[config.mk]
export PLATFORM = sky130hd
export DESIGN_NAME = nta_ctrl
export DESIGN_NICKNAME = d
export VERILOG_FILES = /design/src/hdl/nta_pkg.sv /design/src/hdl/nta_ctrl.sv
export SDC_FILE = /design/constraint.sdc
export NUM_CORES = 1
export LEC_CHECK = 0
export BUFFER_PORTS_ARGS = -buffer_cell sky130_fd_sc_hd__clkbuf_2
export CAP_MARGIN = 20
export CORE_MARGIN = 8
export CORE_UTILIZATION = 25
export CTS_CLUSTER_SIZE = 24
export DETAILED_ROUTE_END_ITERATION = 7
export SYNTH_ARGS = -nofsm -noshare
export SYNTH_HDL_FRONTEND = slang
export SYNTH_SLANG_ARGS = --single-unit
[constraint.sdc]
create_clock -name clock -period 2.73 [get_ports clock]
set_input_delay 0.4095 -clock clock [delete_from_list [all_inputs] [get_ports clock]]
set_output_delay 0.4095 -clock clock [all_outputs]
set_load 0.02 [all_outputs]
[src/hdl/nta_pkg.sv]
// Shared types and constants for the note envelope timing analyser.
package nta_pkg;

   localparam int SAMPLE_W = 24;
   localparam int MAG_W    = 23;
   localparam int ADDR_W   = 18;
   localparam int CNT_W    = 19;
   localparam int HOLD_W   = 16;
   localparam int CHAN_W   = 2;
   localparam int SUM_W    = 64;
   localparam int DIVR_W   = 17;
   localparam int CSR_W    = 19;
   localparam int OUT_W    = 80;

   localparam logic [CNT_W-1:0] MAX_SAMPLES = CNT_W'(262144);
   // peak * 10000 < 2^23  <=>  peak < 839
   localparam logic [MAG_W-1:0] SILENT_LIMIT = MAG_W'(839);
   // m * 100000 < 2^23  <=>  m < 84
   localparam logic [MAG_W-1:0] FLOOR_LIMIT  = MAG_W'(84);

   localparam logic [1:0] REG_CHANNELS = 2'd0;
   localparam logic [1:0] REG_HOLD     = 2'd1;
   localparam logic [1:0] REG_NOTE_OFF = 2'd2;

   typedef enum logic [1:0] {
      RD_FIRST = 2'd0,
      RD_REACH = 2'd1,
      RD_TAIL  = 2'd2
   } nta_rd_sel_type;

   typedef struct packed {
      logic           load;
      logic           square;
      logic           accum;
      logic           first_init;
      logic           first_inc;
      logic           reach_init;
      logic           reach_inc;
      nta_rd_sel_type rd_sel;
      logic           div_init;
      logic           div_step;
      logic           root_init;
      logic           root_step;
      logic           tail_init;
      logic           tail_dec;
      logic           emit;
   } nta_cmd_type;

   typedef struct packed {
      logic final_beat;
      logic silent;
      logic first_go;
      logic first_low;
      logic reach_go;
      logic reach_low;
      logic div_last;
      logic root_last;
      logic tail_go;
      logic tail_below;
      logic out_free;
   } nta_stat_type;

endpackage

[src/hdl/nta_ctrl.sv]
// Sequencer for sample intake and the post-render scans.
module nta_ctrl (
   input  logic                  clock,
   input  logic                  reset,
   input  logic                  req_tvalid,
   output logic                  req_tready,
   input  nta_pkg::nta_stat_type stat,
   output nta_pkg::nta_cmd_type  cmd
);
   import nta_pkg::*;

   typedef enum logic [11:0] {
      S_IDLE     = 12'b0000_0000_0001,
      S_SQUARE   = 12'b0000_0000_0010,
      S_ACCUM    = 12'b0000_0000_0100,
      S_FIRST_RD = 12'b0000_0000_1000,
      S_FIRST_CK = 12'b0000_0001_0000,
      S_REACH_RD = 12'b0000_0010_0000,
      S_REACH_CK = 12'b0000_0100_0000,
      S_DIV      = 12'b0000_1000_0000,
      S_ROOT     = 12'b0001_0000_0000,
      S_TAIL_RD  = 12'b0010_0000_0000,
      S_TAIL_CK  = 12'b0100_0000_0000,
      S_DONE     = 12'b1000_0000_0000
   } state_type;

   state_type state_ff, state_in;

   always_ff @(posedge clock) begin
      if (reset) begin
         state_ff <= S_IDLE;
      end else begin
         state_ff <= state_in;
      end
   end

   always_comb begin
      state_in   = state_ff;
      cmd        = '0;
      cmd.rd_sel = RD_FIRST;
      req_tready = 1'b0;
      case (state_ff)
         S_IDLE: begin
            req_tready = 1'b1;
            if (req_tvalid) begin
               cmd.load = 1'b1;
               state_in = S_SQUARE;
            end
         end
         S_SQUARE: begin
            cmd.square = 1'b1;
            state_in   = S_ACCUM;
         end
         S_ACCUM: begin
            cmd.accum = 1'b1;
            if (!stat.final_beat) begin
               state_in = S_IDLE;
            end else if (stat.silent) begin
               state_in = S_DONE;
            end else begin
               cmd.first_init = 1'b1;
               state_in       = S_FIRST_RD;
            end
         end
         S_FIRST_RD: begin
            cmd.rd_sel = RD_FIRST;
            if (stat.first_go) begin
               state_in = S_FIRST_CK;
            end else begin
               cmd.reach_init = 1'b1;
               state_in       = S_REACH_RD;
            end
         end
         S_FIRST_CK: begin
            if (stat.first_low) begin
               cmd.first_inc = 1'b1;
               state_in      = S_FIRST_RD;
            end else begin
               cmd.reach_init = 1'b1;
               state_in       = S_REACH_RD;
            end
         end
         S_REACH_RD: begin
            cmd.rd_sel = RD_REACH;
            if (stat.reach_go) begin
               state_in = S_REACH_CK;
            end else begin
               cmd.div_init = 1'b1;
               state_in     = S_DIV;
            end
         end
         S_REACH_CK: begin
            if (stat.reach_low) begin
               cmd.reach_inc = 1'b1;
               state_in      = S_REACH_RD;
            end else begin
               cmd.div_init = 1'b1;
               state_in     = S_DIV;
            end
         end
         S_DIV: begin
            cmd.div_step = 1'b1;
            if (stat.div_last) begin
               state_in = S_ROOT;
            end
         end
         S_ROOT: begin
            cmd.root_step = 1'b1;
            if (stat.root_last) begin
               cmd.tail_init = 1'b1;
               state_in      = S_TAIL_RD;
            end
         end
         S_TAIL_RD: begin
            cmd.rd_sel = RD_TAIL;
            if (stat.tail_go) begin
               state_in = S_TAIL_CK;
            end else begin
               state_in = S_DONE;
            end
         end
         S_TAIL_CK: begin
            cmd.rd_sel = RD_TAIL;
            if (stat.tail_below) begin
               cmd.tail_dec = 1'b1;
               state_in     = S_TAIL_RD;
            end else begin
               state_in = S_DONE;
            end
         end
         S_DONE: begin
            if (stat.out_free) begin
               cmd.emit = 1'b1;
               state_in = S_IDLE;
            end
         end
         default: begin
            state_in = S_IDLE;
         end
      endcase
      // the root unit is initialised on the last divide step
      if (state_ff == S_DIV && stat.div_last) begin
         cmd.root_init = 1'b1;
      end
   end

endmodule

Yosys cells after proc, flatten, opt, wreduce, memory -nomap -nowiden:

Cells that the tools add are included.

* register bits after elaboration: 12
* bits of input ports: 14
* output and inout port bits: 17
* logic and storage cells: 59

* eq/ne operators: 16
* multiplexer cells: 39
* reductions and logical operators: 3

Operators by type and width (number)
* 12-bit one-hot mux with 12 select lines: 1
* 12-bit 2-to-1 mux: 8
* 1-bit 2-to-1 mux: 21
* 8-bit 2-to-1 mux: 2
* 12-bit by 1-bit == test with 1-bit output (second input constant): 1
* 12-bit by 10-bit == test with 1-bit output (second input constant): 1
* 12-bit by 11-bit == test with 1-bit output (second input constant): 1
* 12-bit == test (second input constant): 1
* 12-bit by 2-bit == test with 1-bit output (second input constant): 1
* 12-bit by 3-bit == test with 1-bit output (second input constant): 1
* 12-bit by 4-bit == test with 1-bit output (second input constant): 1
* 12-bit by 5-bit == test with 1-bit output (second input constant): 1
* 12-bit by 6-bit == test with 1-bit output (second input constant): 1
* 12-bit by 7-bit == test with 1-bit output (second input constant): 1
* 12-bit by 8-bit == test with 1-bit output (second input constant): 1
* 12-bit by 9-bit == test with 1-bit output (second input constant): 1
* 6-bit 2-to-1 mux: 2
* 2-bit inequality test (second input constant): 4
* 2-bit 2-to-1 mux: 2
* 1-bit one-hot mux with 2 select lines: 2
* 2-bit one-hot mux with 2 select lines: 1
* 4-bit AND reduction: 1
* 2-bit OR reduction: 1
* 1-bit logical AND: 1

Longest topological paths before layout:

Gate-level depths: netlist of run 1.

* depth in word-level cells: 3
* gate-level depth with buffers: 6
* gate-level depth less buffers: 6

Worst setup path before layout of run 1:

No wires, ideal clock.

* kind: register to output
* from: register state_ff[4]
* to: output port cmd[2] (netlist name)
* arrival: 1806 ps
* data required time: 2321 ps
* setup slack: 515 ps
* cell stages (with the launch flop): 5
* buffers on the path: 0
* cell sequence: dfxtp_1 -> nor4_4 -> nand3_1 -> nor3_1 -> and2_1

RTL lines
* start: declaration: line nta_ctrl.sv:27 `state_type state_ff, state_in;`
* start signal: assignment: line nta_ctrl.sv:33 `state_ff <= state_in;`
* end: declaration: line nta_ctrl.sv:8 `output nta_pkg::nta_cmd_type cmd`

==> impl_metrics.json, run 1 <==
{
  "critPathKind": "flop to output port",
  "synthTopCellsByCount": "nor2_1, dfxtp_1, inv_1",
  "grt_use_total_pct": 9.06,
  "worst_pin_slew_ns": 0.462,
  "numCtsBuffers": 3,
  "max_cap_violations": 0,
  "synthArstFlopShare_pct": 0,
  "synth_area_leaders": "dfxtp_1, nor4_4, nor4b_1",
  "diodes": 0,
  "worst-path-max-fanout": 8,
  "core_area_um2": 3280,
  "largest_register_ffs": 12,
  "arrival_ns": 2.00,
  "hold_path_class": "input port to flop",
  "yosys.area.top_type": "dfxtp_1",
  "powerDensity_nw_per_um2": 433,
  "synthCells": 100,
  "drive_above_1_share_pct": 33.6,
  "drtAntennaViolNets": 0,
  "seq_area_frac_synth_pct": 28.5,
  "drtPass1Iterations": 4,
  "reg_top3": "state_ff: 12 flops",
  "grt_antenna_before_repair": 0,
  "syn-num-nets": 114,
  "postCtsHoldBufs": 0,
  "cts_sinks": 12,
  "htreeDepth": 1,
  "ios": 31,
  "port_buffers": 30,
  "start_kind": "flop",
  "design_area_um2": 1090,
  "grt_pass1_vias": 854,
  "place.gp.congestion": 0.784,
  "yosysMostFrequentCell": "nor2_1",
  "initial_core_util_pct": 25.7,
  "ys_warn_count": 0,
  "power.total_mw": 0.470,
  "slew_headroom_pct": 69.0,
  "root_buffer": "clkbuf_4",
  "area_growth_pct": 28.9,
  "rows": 21,
  "max_freq_ghz": 0.415,
  "vias": 864,
  "drtIter0Drc": 46,
  "fin_tns_setup_ns": 0,
  "dpl.hpwl_um": 2020,
  "peakVddDrop_uv": 213,
  "fp.dieW_um": 74.1,
  "worst_setup_path_end_kind": "output port",
  "place_area_um2": 1050,
  "hold_viol_final": 0,
  "finalNetCount": 149,
  "slew_viol_final": 0,
  "critPathRequiredTime_ns": 2.32,
  "power.leakage_nw": 0.463,
  "clkSlewWorstSetupHoldPaths_ns": 0.07,
  "post_cts_buffers": 0,
  "skew_ns": 0.00327,
  "layout_min_cycle_time_ns": 2.41,
  "clk_latency_ns": 0.28,
  "setup_viol": 0,
  "synth_edf_count": 0,
  "top_register": "state_ff",
  "die_area_um2": 5490,
  "die_h_um": 74.1,
  "synth_top_cell_area_share_pct": 28.5,
  "status": "completed",
  "final_core_util_pct": 33.1,
  "synth_ff_type": "dfxtp_1",
  "grt_pass1_wl_um": 3910,
  "ys_ff_latch": 12,
  "ctsLongestPathBuffers": 2,
  "wl_per_cell_um": 13.2,
  "syn_avg_cell_area_um2": 8.43,
  "routed_wirelength_um": 2380,
  "rsz0062_at_grt": "false",
  "cts_resized": 0,
  "syn_area_um2": 843,
  "via_per_inst": 4.80,
  "ys_types": 35,
  "grt_max_degree": 10,
  "post-route-period-util_pct": 88.2,
  "num-fill-cells": 349,
  "drc": 0,
  "grt-ovfl-total": 0,
  "cts_tree": "done"
}
[power by group]
part	internal [mW]	switching, mW	total [mW]
Sequential	0.182	0.0151	0.197
Clock	0.0811	0.0626	0.144
Combinational	0.0565	0.0731	0.130
Total	0.319	0.151	0.470
[worst max-delay path, cell delays in order, from the launching register on]
cell and delay, ns:
dfxtp_1 0.38, nor4_4 0.49, nand2_2 0.10, or3_4 0.37, nor3_4 0.18, clkbuf_2 0.19
[layout by cell type (no fill, tap or decap), drive strengths merged, types with 3 or more instances in the layout]
| cell type | count |
|---|---|
| nor4 | 3 |
| dfxtp | 12 |
| a21oi | 3 |
| nor3b | 3 |
| nor4b | 7 |
| clkbuf | 34 |
| and3 | 3 |
| nor2 | 13 |
| nand3 | 6 |
| and2 | 4 |
| inv | 8 |
| nor3 | 5 |
| nand2 | 6 |
| nand2b | 5 |
[final cells by class]
class                   count  area [um^2]  share of cell area, %
multi-input cells          80          573                   52.7
flip-flops and latches     12          240                   22.1
clock buffers               4         36.3                   3.34
inverters                   8         30.0                   2.76
well taps                  46         57.6                   5.29
repair buffers             30          150                   13.8
[layer usage]
layer | vias up | global-route usage, % | routed length [um]
met2 | 23 | 14.1 | 1080
met3 | 4 | 3.64 | 182
met4 | 0 | 2.66 | 25
li1 | 442 | - | -
met5 | - | 0 | 0
met1 | 395 | 11.1 | 1090
[worst paths after layout]
path | from | end | depth (start not counted) | slack [ns]
setup / recovery | state_ff[4] | cmd[1] | 5 | 0.32
hold / removal | stat[6] | state_ff[6] | 2 | 0.39
setup reg to reg | state_ff[8] | state_ff[0] | 4 | 0.88
hold reg to reg | state_ff[11] | state_ff[11] | 2 | 0.59
[metrics by stage]
step | hold WS (ns) | std cells | setup WS [ns]
2_1_floorplan | 0.479 | 100 | 0.515
3_3_place_gp | 0.582 | 176 | 0.682
3_5_place_dp | 0.585 | 176 | 0.642
4_1_cts | 0.381 | 180 | 0.326
5_1_grt | 0.385 | 180 | 0.151
6_report | 0.391 | 180 | 0.323
[cells by family (layout without fill, tap and decap cells)]
family                    after synthesis  after routing  synth area share [%]
and+or+nand+nor                        61             61                  49.1
AOI/OAI and AO/OA                      18             18                  17.8
DFF                                    12             12                  28.5
buffers and inverters                   8             42                  3.56
xor gates and xnor gates                1              1                  1.04
(Power assumes the default switching activity.)
==> run 2: changes to the inputs <==
--- a/config.mk
+++ b/config.mk
@@ -11,6 +11,7 @@
 export CORE_UTILIZATION = 25
 export CTS_CLUSTER_SIZE = 24
 export DETAILED_ROUTE_END_ITERATION = 7
+export GPL_TIMING_DRIVEN = 0
 export SYNTH_ARGS = -nofsm -noshare
 export SYNTH_HDL_FRONTEND = slang
 export SYNTH_SLANG_ARGS = --single-unit
==> impl_metrics.json, run 2 (same netlist as run 1, synthesis figures left out) <==
{
  "status": "completed",
  "grt_max_degree": 10,
  "start_kind": "flop",
  "fp.dieW_um": 74.1,
  "num-fill-cells": 365,
  "root_buffer": "clkbuf_4",
  "power.leakage_nw": 0.456,
  "multi_input_area_um2": 573,
  "peakVddDrop_uv": 192,
  "grt_antenna_before_repair": 0,
  "slew_viol_final": 0,
  "worst-path-max-fanout": 8,
  "worst_setup_path_end_kind": "output port",
  "reg_top3": "state_ff: 12 flops",
  "postCtsHoldBufs": 0,
  "via_per_inst": 4.90,
  "routed_wirelength_um": 2430,
  "pwr-share-clk_pct": 24.4,
  "max_cap_violations": 0,
  "whs_path_depth": 2,
  "powerDensity_nw_per_um2": 401,
  "regArea_um2": 240,
  "clkSlewWorstSetupHoldPaths_ns": 0.07,
  "drc": 0,
  "core_area_um2": 3280,
  "worst_r2r_endpoint": "state_ff[11]",
  "port_buffers": 30,
  "initial_core_util_pct": 25.7,
  "setup_viol": 0,
  "p_seq_share_pct": 45.8,
  "largest_register_ffs": 12,
  "post-route-period-util_pct": 88.6,
  "dpl.hpwl_um": 2070,
  "hold_path_class": "input port to flop",
  "cts_tree": "done",
  "rows": 21,
  "pre_cts_ws_ns": 0.586,
  "max_freq_ghz": 0.413,
  "final_common_cell": "clkbuf_2",
  "numCtsBuffers": 3,
  "dp_cells": 176,
  "worst_pin_slew_ns": 0.482,
  "rsz0062_at_grt": "false",
  "p_sw_share_pct": 32.7,
  "top_register": "state_ff",
  "cts_sinks": 12,
  "fin_tns_setup_ns": 0,
  "p_sw_mw": 0.141,
  "drtAntennaViolNets": 0,
  "die_area_um2": 5490,
  "ctsLongestPathBuffers": 2,
  "grt_pass1_vias": 912,
  "vias": 877,
  "final_core_util_pct": 32.7,
  "drtIter0Drc": 56,
  "hp-start": "stat[8]",
  "skew_ns": 0.000721,
  "cts_resized": 0,
  "htreeDepth": 1,
  "grt-ovfl-total": 0,
  "drtPass1Iterations": 4,
  "critPathKind": "flop to output port",
  "min_to": "state_ff[4]",
  "layout_setup_ws_ns": 0.310,
  "hold_viol_final": 0,
  "slew_headroom_pct": 67.6,
  "ios": 31,
  "layout.cells.non_filler": 179,
  "post_cts_buffers": 0,
  "drive_above_1_share_pct": 33.1,
  "r2r_start": "state_ff[8]",
  "arrival_ns": 2.01,
  "cellInternalPower_mw": 0.289,
  "critPathRequiredTime_ns": 2.32,
  "grt_pass1_wl_um": 4330,
  "area_growth_pct": 27.3,
  "layout_min_cycle_time_ns": 2.42,
  "rrSetupSlack_ns": 0.90,
  "clk_latency_ns": 0.26,
  "finalNetCount": 149,
  "place.gp.congestion": 0.798,
  "grt_use_total_pct": 9.95,
  "die_h_um": 74.1,
  "p_comb_share_pct": 29.8,
  "rr_worst_depth": 5,
  "final_cell_mix": "clkbuf_2, nor2_1, dfxtp_1, inv_1, nor4b_1",
  "diodes": 0,
  "wl_per_cell_um": 13.6
}
run 2: cell type report:
cell class | count | area share [%]
timing repair buffer | 30 | 14.0
inverter | 8 | 2.80
tap | 46 | 5.36
sequential | 12 | 22.4
multi-input combinational | 80 | 53.4
clock buffer | 3 | 2.10
run 2: metal layers:
layer  global-route usage [%]  share of wire, %  up-vias
met5                        0                 0        -
met4                     2.66               1.1        0
met3                     3.64               7.2        2
met2                     16.6                47       32
met1                     11.6                45      402
li1                         -                 -      441
run 2: how the worst max path moves through the flow:
stage	endpoint	cells after the start	slack (ns)	startpoint
after global placement	cmd[1]	5	0.62	state_ff[4]
after CTS	cmd[1]	5	0.28	state_ff[4]
after detailed placement	cmd[1]	5	0.59	state_ff[4]
after global routing	cmd[1]	5	0.17	state_ff[4]
final	cmd[1]	5	0.31	state_ff[4]
after floorplan	cmd[2]	4	0.51	state_ff[4]
run 2: worst max-delay path, stage by stage, from the launching register on:
cell and delay [ns]:
dfxtp_1 0.38, nor4_4 0.51, nand2_2 0.09, or3_4 0.37
nor3_4 0.19, clkbuf_2 0.20
run 2: power groups by stage:
stage / sequential, mW / combinational (mW) / clock (mW)
4_1_cts: 0.197 / 0.129 / 0.115
5_1_grt: 0.200 / 0.143 / 0.122
6_report: 0.197 / 0.128 / 0.105
3_3_place_gp: 0.200 / 0.127 / 0
2_1_floorplan: 0.198 / 0.0913 / 0
3_5_place_dp: 0.201 / 0.128 / 0
run 2: stage by stage:
step	total power, mW	hold slack [ns]	cell area, um^2
final	0.430	0.408	1070
after global routing	0.465	0.409	1070
after CTS	0.441	0.393	1070
after detailed placement	0.329	0.607	1050
after global placement	0.327	0.582	1050
after floorplan	0.289	0.479	843
